$ cat src/hw/rtl/fsh_pkg.sv
// ----------------------------------------------------------------------------
// Floyd-Steinberg halftone package
// Shared types and constants for the halftone datapath, its line store and
// its output queue.
// ----------------------------------------------------------------------------
package fsh_pkg;

  localparam int ERR_W        = 20;
  localparam int CFG_W        = 16;
  localparam int WIDTH_REG_W  = 12;
  localparam int HEIGHT_REG_W = 16;
  localparam int BANKS        = 2;
  localparam int QUEUE_DEPTH  = 4;

  localparam logic [WIDTH_REG_W-1:0]  WIDTH_RESET  = 12'd640;
  localparam logic [HEIGHT_REG_W-1:0] HEIGHT_RESET = 16'd480;

  localparam logic [7:0] LEVEL_FULL = 8'hFF;
  localparam logic [7:0] LEVEL_ZERO = 8'h00;

  typedef enum logic [0:0] {
    REG_IMAGE_WIDTH  = 1'b0,
    REG_IMAGE_HEIGHT = 1'b1
  } cfg_reg_t;

  typedef struct packed {
    logic [7:0] blue;
    logic [7:0] green;
    logic [7:0] red;
    logic [7:0] alpha;
    logic       frame_start;
  } pix_in_t;

  typedef struct packed {
    logic [7:0] out_blue;
    logic [7:0] out_green;
    logic [7:0] out_red;
    logic [7:0] out_alpha;
    logic       frame_end;
  } pix_out_t;

endpackage

$ cat src/hw/rtl/fsh_queue.sv
// ----------------------------------------------------------------------------
// Halftone output queue
// Small register queue that holds finished pixels until the downstream side
// takes them, so the pipeline never has to stop.
// ----------------------------------------------------------------------------
module fsh_queue (
  input  logic               clk,
  input  logic               rst_n,
  input  logic               push,
  input  fsh_pkg::pix_out_t  push_data,
  input  logic               pop,
  output logic               head_valid,
  output fsh_pkg::pix_out_t  head_data,
  output logic [$clog2(fsh_pkg::QUEUE_DEPTH + 1)-1:0] count
);

  localparam int PW = (fsh_pkg::QUEUE_DEPTH > 1) ? $clog2(fsh_pkg::QUEUE_DEPTH) : 1;
  localparam int CW = $clog2(fsh_pkg::QUEUE_DEPTH + 1);

  fsh_pkg::pix_out_t slot_r [fsh_pkg::QUEUE_DEPTH];
  logic [PW-1:0] wr_ptr_r, wr_ptr_nxt;
  logic [PW-1:0] rd_ptr_r, rd_ptr_nxt;
  logic [CW-1:0] count_r, count_nxt;

  always_comb begin
    wr_ptr_nxt = wr_ptr_r;
    rd_ptr_nxt = rd_ptr_r;
    if (push) begin
      wr_ptr_nxt = (wr_ptr_r == PW'(fsh_pkg::QUEUE_DEPTH - 1)) ? '0 : wr_ptr_r + PW'(1);
    end
    if (pop) begin
      rd_ptr_nxt = (rd_ptr_r == PW'(fsh_pkg::QUEUE_DEPTH - 1)) ? '0 : rd_ptr_r + PW'(1);
    end
    count_nxt = count_r + CW'(push) - CW'(pop);
  end

  always_ff @(posedge clk) begin
    if (!rst_n) begin
      wr_ptr_r <= '0;
      rd_ptr_r <= '0;
      count_r  <= '0;
    end else begin
      wr_ptr_r <= wr_ptr_nxt;
      rd_ptr_r <= rd_ptr_nxt;
      count_r  <= count_nxt;
    end
  end

  always_ff @(posedge clk) begin
    if (push) begin
      slot_r[wr_ptr_r] <= push_data;
    end
  end

  assign head_valid = (count_r != '0);
  assign head_data  = slot_r[rd_ptr_r];
  assign count      = count_r;

`ifndef NO_ASSERTIONS
  a_no_overflow: assert property (@(posedge clk) disable iff (!rst_n)
    push |-> (count_r != CW'(fsh_pkg::QUEUE_DEPTH)))
    else $error("output queue written while full");
`endif

endmodule

$ cat config.mk
export PLATFORM = sky130hd
export DESIGN_NAME = fsh_queue
export DESIGN_NICKNAME = d
export VERILOG_FILES = /design/src/hw/rtl/fsh_pkg.sv /design/src/hw/rtl/fsh_queue.sv
export SDC_FILE = /design/constraint.sdc
export NUM_CORES = 1
export LEC_CHECK = 0
export ABC_CLOCK_PERIOD_IN_PS = 2430
export BUFFER_PORTS_ARGS = -buffer_cell sky130_fd_sc_hd__buf_2
export CAP_MARGIN = 20
export CORE_MARGIN = 2
export CORE_UTILIZATION = 45
export DETAILED_ROUTE_END_ITERATION = 12
export PLACE_DENSITY = 0.65
export SYNTH_ARGS = -nofsm -noshare
export SYNTH_HDL_FRONTEND = slang
export SYNTH_SLANG_ARGS = --single-unit
$ cat constraint.sdc
create_clock -name clk -period 2.43 [get_ports clk]
set_input_delay 0.486 -clock clk [delete_from_list [all_inputs] [get_ports clk]]
set_output_delay 0.486 -clock clk [all_outputs]
set_load 0.05 [all_outputs]
## Word-level counts from Yosys, hierarchy flattened

Memory sizes are Yosys's and may differ from the RTL's. A register that Yosys moved wholly into a read port is not among the register bits.
Index checks and enable logic that the tools add are counted.
Widths: inputs -> output; s select.

| cells by class | value |
|---|---|
| add/subtract/negate cells | 4 |
| equality and inequality tests | 2 |
| muxes and demuxes | 6 |
| reductions and logical operators | 1 |

Operators with widths:

| operator | count |
|---|---|
| $mux 2 | 4 |
| $add 2x1->2 const B | 2 |
| $eq 2x2->1 const B | 2 |
| $add 3x1->3 | 1 |
| $reduce_bool 3->1 | 1 |
| $sub 3x1->3 | 1 |
| $mux 1 | 2 |

| word-level totals | value |
|---|---|
| register bits after elaboration | 7 |
| bits in writable memories | 132 |
| bits of input ports | 37 |
| output and inout bits | 37 |
| logic and storage cells | 17 |
| memories | 1 |

Memory list:

| name | words | width | read ports | clocked after memory_dff | write ports | RTL line | source |
|---|---|---|---|---|---|---|---|
| slot_r | 4 | 33 | 1 | 1 | 1 | fsh_queue.sv:20 | `fsh_pkg::pix_out_t slot_r [fsh_pkg::QUEUE_DEPTH];` |

## Longest topological paths before layout

Gate-level depths: netlist of run 1.

| logic depth | value |
|---|---|
| depth after elaboration | 4 |
| mapped depth | 8 |
| gate-level depth less buffers | 8 |

## Worst setup path before layout of run 1

Ideal clock, no wire load.

| path | value |
|---|---|
| kind | register -> register |
| start point | register count_r[0] (netlist: count[0]) |
| end point | register count_r[2] (netlist: count[2]) |
| setup time | 117 ps |
| arrival time | 1,772 ps |
| data required time | 2,313 ps |
| setup slack | 541 ps |
| cell stages (with the launch flop) | 9 |
| buffers on the path | 0 |
| clock period less this slack | 1,889 ps |
| path through | dfxtp_1 > inv_1 > ha_1 > inv_1 > ha_1 > inv_1 > fa_1 > xnor3_1 > nor2_1 |

| on the way | value |
|---|---|
| longest elaborated chain between the ends | 2 |

Ends and longest elaborated chain:

| what | RTL line | source |
|---|---|---|
| start: declaration | fsh_queue.sv:23 | `logic [CW-1:0] count_r, count_nxt;` |
| start signal: assignment | fsh_queue.sv:45 | `count_r <= count_nxt;` |
| $add 3x1->3 | fsh_queue.sv:34 | `count_nxt = count_r + CW'(push) - CW'(pop);` |
| $sub 3x1->3 | fsh_queue.sv:34 |  |

Every way passes these cells.
A chain may end at the register's enable or synchronous reset.

==> run metrics, run 1 <==
status=completed; Synth top area share=0.754; ant diodes=0; maximum vdd drop=0.000520 V; Clk pin slew, worst setup/hold paths=0.06 ns; Max FO, Critical Path=13; hold slack=0.281 ns; crit path DAT=1.86 ns; share of cells above drive strength 1=0.478; critical path endpoint category=primary output; CTS sink cnt=141; final worst path period share=0.966; Core Rows=39; Req. time, crit path=1.94 ns; Critical R2R Capture=count[2]$_SDFF_PN0_; Distinct cells, synth=19; Pwr Total=6.14 mW; PwrDens=950 mW/mm^2; post-layout instance area=0.00646 sq mm; synthesized net count=260; HP Class=in -> reg; final setup fails=0; Synth Area in XOR/XNOR=0.00429; number of H-tree levels=4; clock latency on the worst-skew pair=0.41 ns; Hold Path Sink=slot_r[1][22]$_DFFE_PP_; Hold Path Origin=push_data[22]; cells along the critical path=buf_12 -> mux4_1 -> buf_2; global-route wire length before repair=13,700 microns; largest net degree at the start of global routing=26; cts hold-fix bufs=0; WL per Instance=18.8 microns; Place WS=0.392 ns; Hold Vio Cnt, Final=0; Post-synth EDFFs=132; Antenna Nets Post-Route=0; chip height=112 microns; Main synth FF type=edfxtp_1; Die Footprint=0.0126 sq mm; compound-gate portion of the synthesized area=0.00191; post-cts repair resize count=1; synth warn=0; Initial DRC Count=124; Clock Tree Root=clkbuf_16; max-slew violation count=0; simple-gate portion of the synthesized area=0.0157; Final Critical Period=2.35 ns; ranking of synthesized cells by area=edfxtp_1, mux4_2, dfxtp_1; type of origin of the critical path=flop; # port buffers=73; final core occ=0.566; Crit Path Class=reg -> out; Mapped Avg Cell Area=24.4 sq um; placed cell area=0.00587 sq mm; max cap viols=0; LEAKAGE=2.27 nW; Non-Filler Instances=467; most common cell in the netlist=edfxtp_1; worst-margin pin slew=0.465 ns; Die X-Extent=112 microns; via count=2,451; Slew HR=0.690; multiplexer area fraction after synthesis=0.147; area leader, netlist=edfxtp_1; Setup TNS Final=0 ns; GRT Total Usage=0.152; post-DP HPWL=5580 microns; reg2reg start=count[0]$_SDFF_PN0_; io pins=74; Max clock buf depth=2; Synth top cells by count=edfxtp_1, mux4_2, dfxtp_1, ha_1, inv_1; synth-to-layout area growth=23.0%; post-CTS setup buffer count=0; drt drc=0; TritonCTS Buffers=17; min setup slack post-route=0.0819 ns; Synth Register Bits=141; NumNets Final=356; Setup Skew=0.00338 ns; placed insts=435; Synth async-reset ratio=0; CTS tree=yes; largest family of logic cells by synthesized area=multiplexers; CP max-delay cell=mux4_1; Post-Synth Adder-Cell Area=0.0205; initial antenna violation count=0; Starting Density=0.460; GPL Wtd Cong=0.682; first-pass detailed-route iteration total=6; reg-to-reg slack, setup=0.84 ns; vias in the first global route=2,579; Synth Cell Area=0.00525 sq mm; R2R depth=8; crit-path max cell delay=0.57 ns; core area=0.0114 sq mm; unrepaired setup endpoints after global routing=false; drt via density=5.25; GRT overflow=0; WL final=8760 microns; cell count after synthesis=215; sequential area share after synthesis=0.789; cell depth of the worst hold path=1; fmax=0.426 GHz
-- cell families (layout without fill, tap and decap cells) --
kind of cell             count (synthesis)  count (layout)
multiplexers                            35              35
XOR/XNOR                                 1               1
AO/OA/AOI/OAI                            2               2
adder cells (fa/ha/maj)                  8               8
AND/OR/NAND/NOR                         14              14
buffers and inverters                   14             123
flip-flops                             141             141
-- placed cells by master, fill, tap and decap left out, types with 2 or more instances in the layout --
master,instances
edfxtp_1,132
buf_2,73
mux4_2,30
clkbuf_16,17
ha_1,7
dfxtp_1,7
buf_4,7
inv_1,6
clkinv_4,5
buf_12,5
and2_2,4
nor2_1,4
clkinvlp_4,4
mux4_1,3
inv_6,3
or3b_2,2
nand2b_1,2
a21oi_1,2
mux2i_1,2
bufinv_16,2
-- critical path, delay by kind of cell, from the launching register on --
kind                   cells  cell delay (ns)
DFF                        1             0.45
muxes                      1             0.57
buffers and inverters      2             0.42
-- how the worst max path moves through the flow --
stage | cells after the start | from | end | slack [ns]
floorplan | 8 | count[0]$_SDFF_PN0_ | count[2]$_SDFF_PN0_ | 0.54
CTS | 3 | flop | head_data[28] | 0.02
global placement | 3 | flop | head_data[10] | 0.40
global route | 3 | flop | head_data[20] | 0.0004
finish | 3 | flop | head_data[28] | 0.08
detailed placement | 3 | flop | head_data[28] | 0.39
-- state kept, by name, indices dropped and copies added (netlist names), named ones only --
signal    count
slot_r      132
rd_ptr_r      2
wr_ptr_r      2
count         3
-- where the power goes --
group,total [mW],internal (mW),switching [mW]
clock network,2.51,1.52,0.991
registers,2.81,2.77,0.0405
logic,0.811,0.267,0.543
total,6.14,4.56,1.57
-- layer usage --
| metal | track usage | part of all wire |
|---|---|---|
| met3 | 0.0567 | 0.056 |
| met1 | 0.177 | 0.41 |
| met5 | 0 | 0 |
| met2 | 0.251 | 0.52 |
| met4 | 0.0732 | 0.016 |
-- layout make-up --
| class | instances | area [sq um] |
|---|---|---|
| clock buffers | 17 | 425 |
| well taps | 143 | 179 |
| flip-flops and latches | 141 | 4150 |
| inverters | 6 | 22.5 |
| multi-input cells | 60 | 1000 |
| repair buffers | 85 | 518 |
| clock inverters | 15 | 165 |
| fillers | 873 | 4960 |
Power figures use the tool's default switching activity.
==> run 2: changes to the inputs <==
--- a/config.mk
+++ b/config.mk
@@ -9,9 +9,9 @@
 export BUFFER_PORTS_ARGS = -buffer_cell sky130_fd_sc_hd__buf_2
 export CAP_MARGIN = 20
 export CORE_MARGIN = 2
-export CORE_UTILIZATION = 45
+export CORE_UTILIZATION = 55
 export DETAILED_ROUTE_END_ITERATION = 12
-export PLACE_DENSITY = 0.65
+export PLACE_DENSITY = 0.77
 export SYNTH_ARGS = -nofsm -noshare
 export SYNTH_HDL_FRONTEND = slang
 export SYNTH_SLANG_ARGS = --single-unit
==> run metrics, run 2 (same netlist as run 1, synthesis figures left out) <==
WL final=8540 microns; GRT overflow=0; Clock Tree Root=clkbuf_8; drt via density=5.32; io pins=74; number of H-tree levels=4; initial antenna violation count=1; global-route wire length before repair=13,500 microns; LEAKAGE=2.29 nW; placed cell area=0.00581 sq mm; Largest register FFs=132; Max FO, Critical Path=16; Starting Density=0.569; Antenna Nets Post-Route=0; Final Critical Period=2.43 ns; Top reg by flops=slot_r; clock latency on the worst-skew pair=0.51 ns; post-CTS setup buffer count=0; share of cells above drive strength 1=0.467; Die X-Extent=102 microns; # port buffers=73; WL per Instance=19.1 microns; Req. time, crit path=1.94 ns; Hold Vio Cnt, Final=0; unrepaired setup endpoints after global routing=true; maximum vdd drop=0.000814 V; fmax=0.411 GHz; crit path DAT=1.95 ns; Die Footprint=0.0104 sq mm; CTS tree=yes; chip height=102 microns; max cap viols=0; via count=2,385; Initial DRC Count=102; CTS sink cnt=141; filler cell count in the final layout=545; critical path endpoint category=primary output; commonest non-fill, non-tap cells in the layout=edfxtp_1, buf_2, mux4_2, clkbuf_16, buf_4; commonest non-fill, non-tap cell in the layout=edfxtp_1; final setup fails=2; max-slew violation count=0; final core occ=0.702; ant diodes=0; NumNets Final=352; core area=0.00924 sq mm; post-layout instance area=0.00649 sq mm; PwrDens=963 mW/mm^2; Clk pin slew, worst setup/hold paths=0.06 ns; TritonCTS Buffers=17; GRT Total Usage=0.186; Max clock buf depth=2; post-DP HPWL=5200 microns; GPL Wtd Cong=0.692; cts hold-fix bufs=0; hold slack=0.185 ns; type of origin of the critical path=flop; Slew HR=0.721; drt drc=0; min setup slack post-route=-0.00117 ns; Core Rows=35; synth-to-layout area growth=23.5%; Setup Skew=0.00743 ns; HP Class=in -> reg; largest net degree at the start of global routing=24; worst-margin pin slew=0.419 ns; final worst path period share=1.00; first-pass detailed-route iteration total=4; vias in the first global route=2,580; status=finished, violations left; failing checks=setup timing; Crit Path Class=reg -> out
[run 2: final timing paths]
| path | start | end | slack (ns) | cells past startpoint |
|---|---|---|---|---|
| max | flop | head_data[23] | -0.001 | 3 |
| min | push_data[27] | slot_r[2][27]$_DFFE_PP_ | 0.19 | 1 |
| max reg2reg | count[0]$_SDFF_PN0_ | count[2]$_SDFF_PN0_ | 0.82 | 8 |
| min reg2reg | rd_ptr_r[0]$_SDFFE_PN0P_ | flop | 0.54 | 2 |
[run 2: layout make-up]
type | instances | area (sq um) | share of cell area
multi-input combinational | 60 | 1000 | 0.154
timing repair buffer | 81 | 548 | 0.0845
clock inverter | 14 | 193 | 0.0297
inverter | 6 | 22.5 | 0.00347
clock buffer | 17 | 414 | 0.0638
sequential | 141 | 4150 | 0.639
tap | 129 | 161 | 0.0249
[run 2: layer usage]
metal,wire [microns],up-vias,GRT usage
met4,119,2,0.0821
li1,-,1076,-
met2,4580,67,0.315
met3,396,14,0.0628
met1,3430,1226,0.217
met5,11,-,0
[run 2: critical path: stages (launching register included)]
cell and delay [ns]:
dfxtp_2 0.37, bufbuf_16 0.34, mux4_2 0.52, buf_4 0.21
[run 2: metrics by stage]
| stage | instances | total power [mW] | TNS [ns] | worst slack [ns] |
|---|---|---|---|---|
| 2_1_floorplan | 215 | 3.48 | 0 | 0.541 |
| 3_3_place_gp | 416 | 3.66 | 0 | 0.495 |
| 3_5_place_dp | 416 | 3.68 | 0 | 0.485 |
| 4_1_cts | 448 | 6.31 | -0.318 | -0.0311 |
| 5_1_grt | 448 | 6.45 | -0.990 | -0.0799 |
| 6_report | 448 | 6.25 | -0.00189 | -0.00117 |
[run 2: what timing repair did]
item,in CTS,in global routing
endpoints found under the setup margin,12,18
gates cloned,1,0
resized for setup,14,0
[run 2: where the power goes]
group	switching, mW	total, mW	internal, mW
logic	0.549	0.836	0.287
clock network	0.936	2.60	1.66
registers	0.0422	2.82	2.77
total	1.53	6.25	4.72
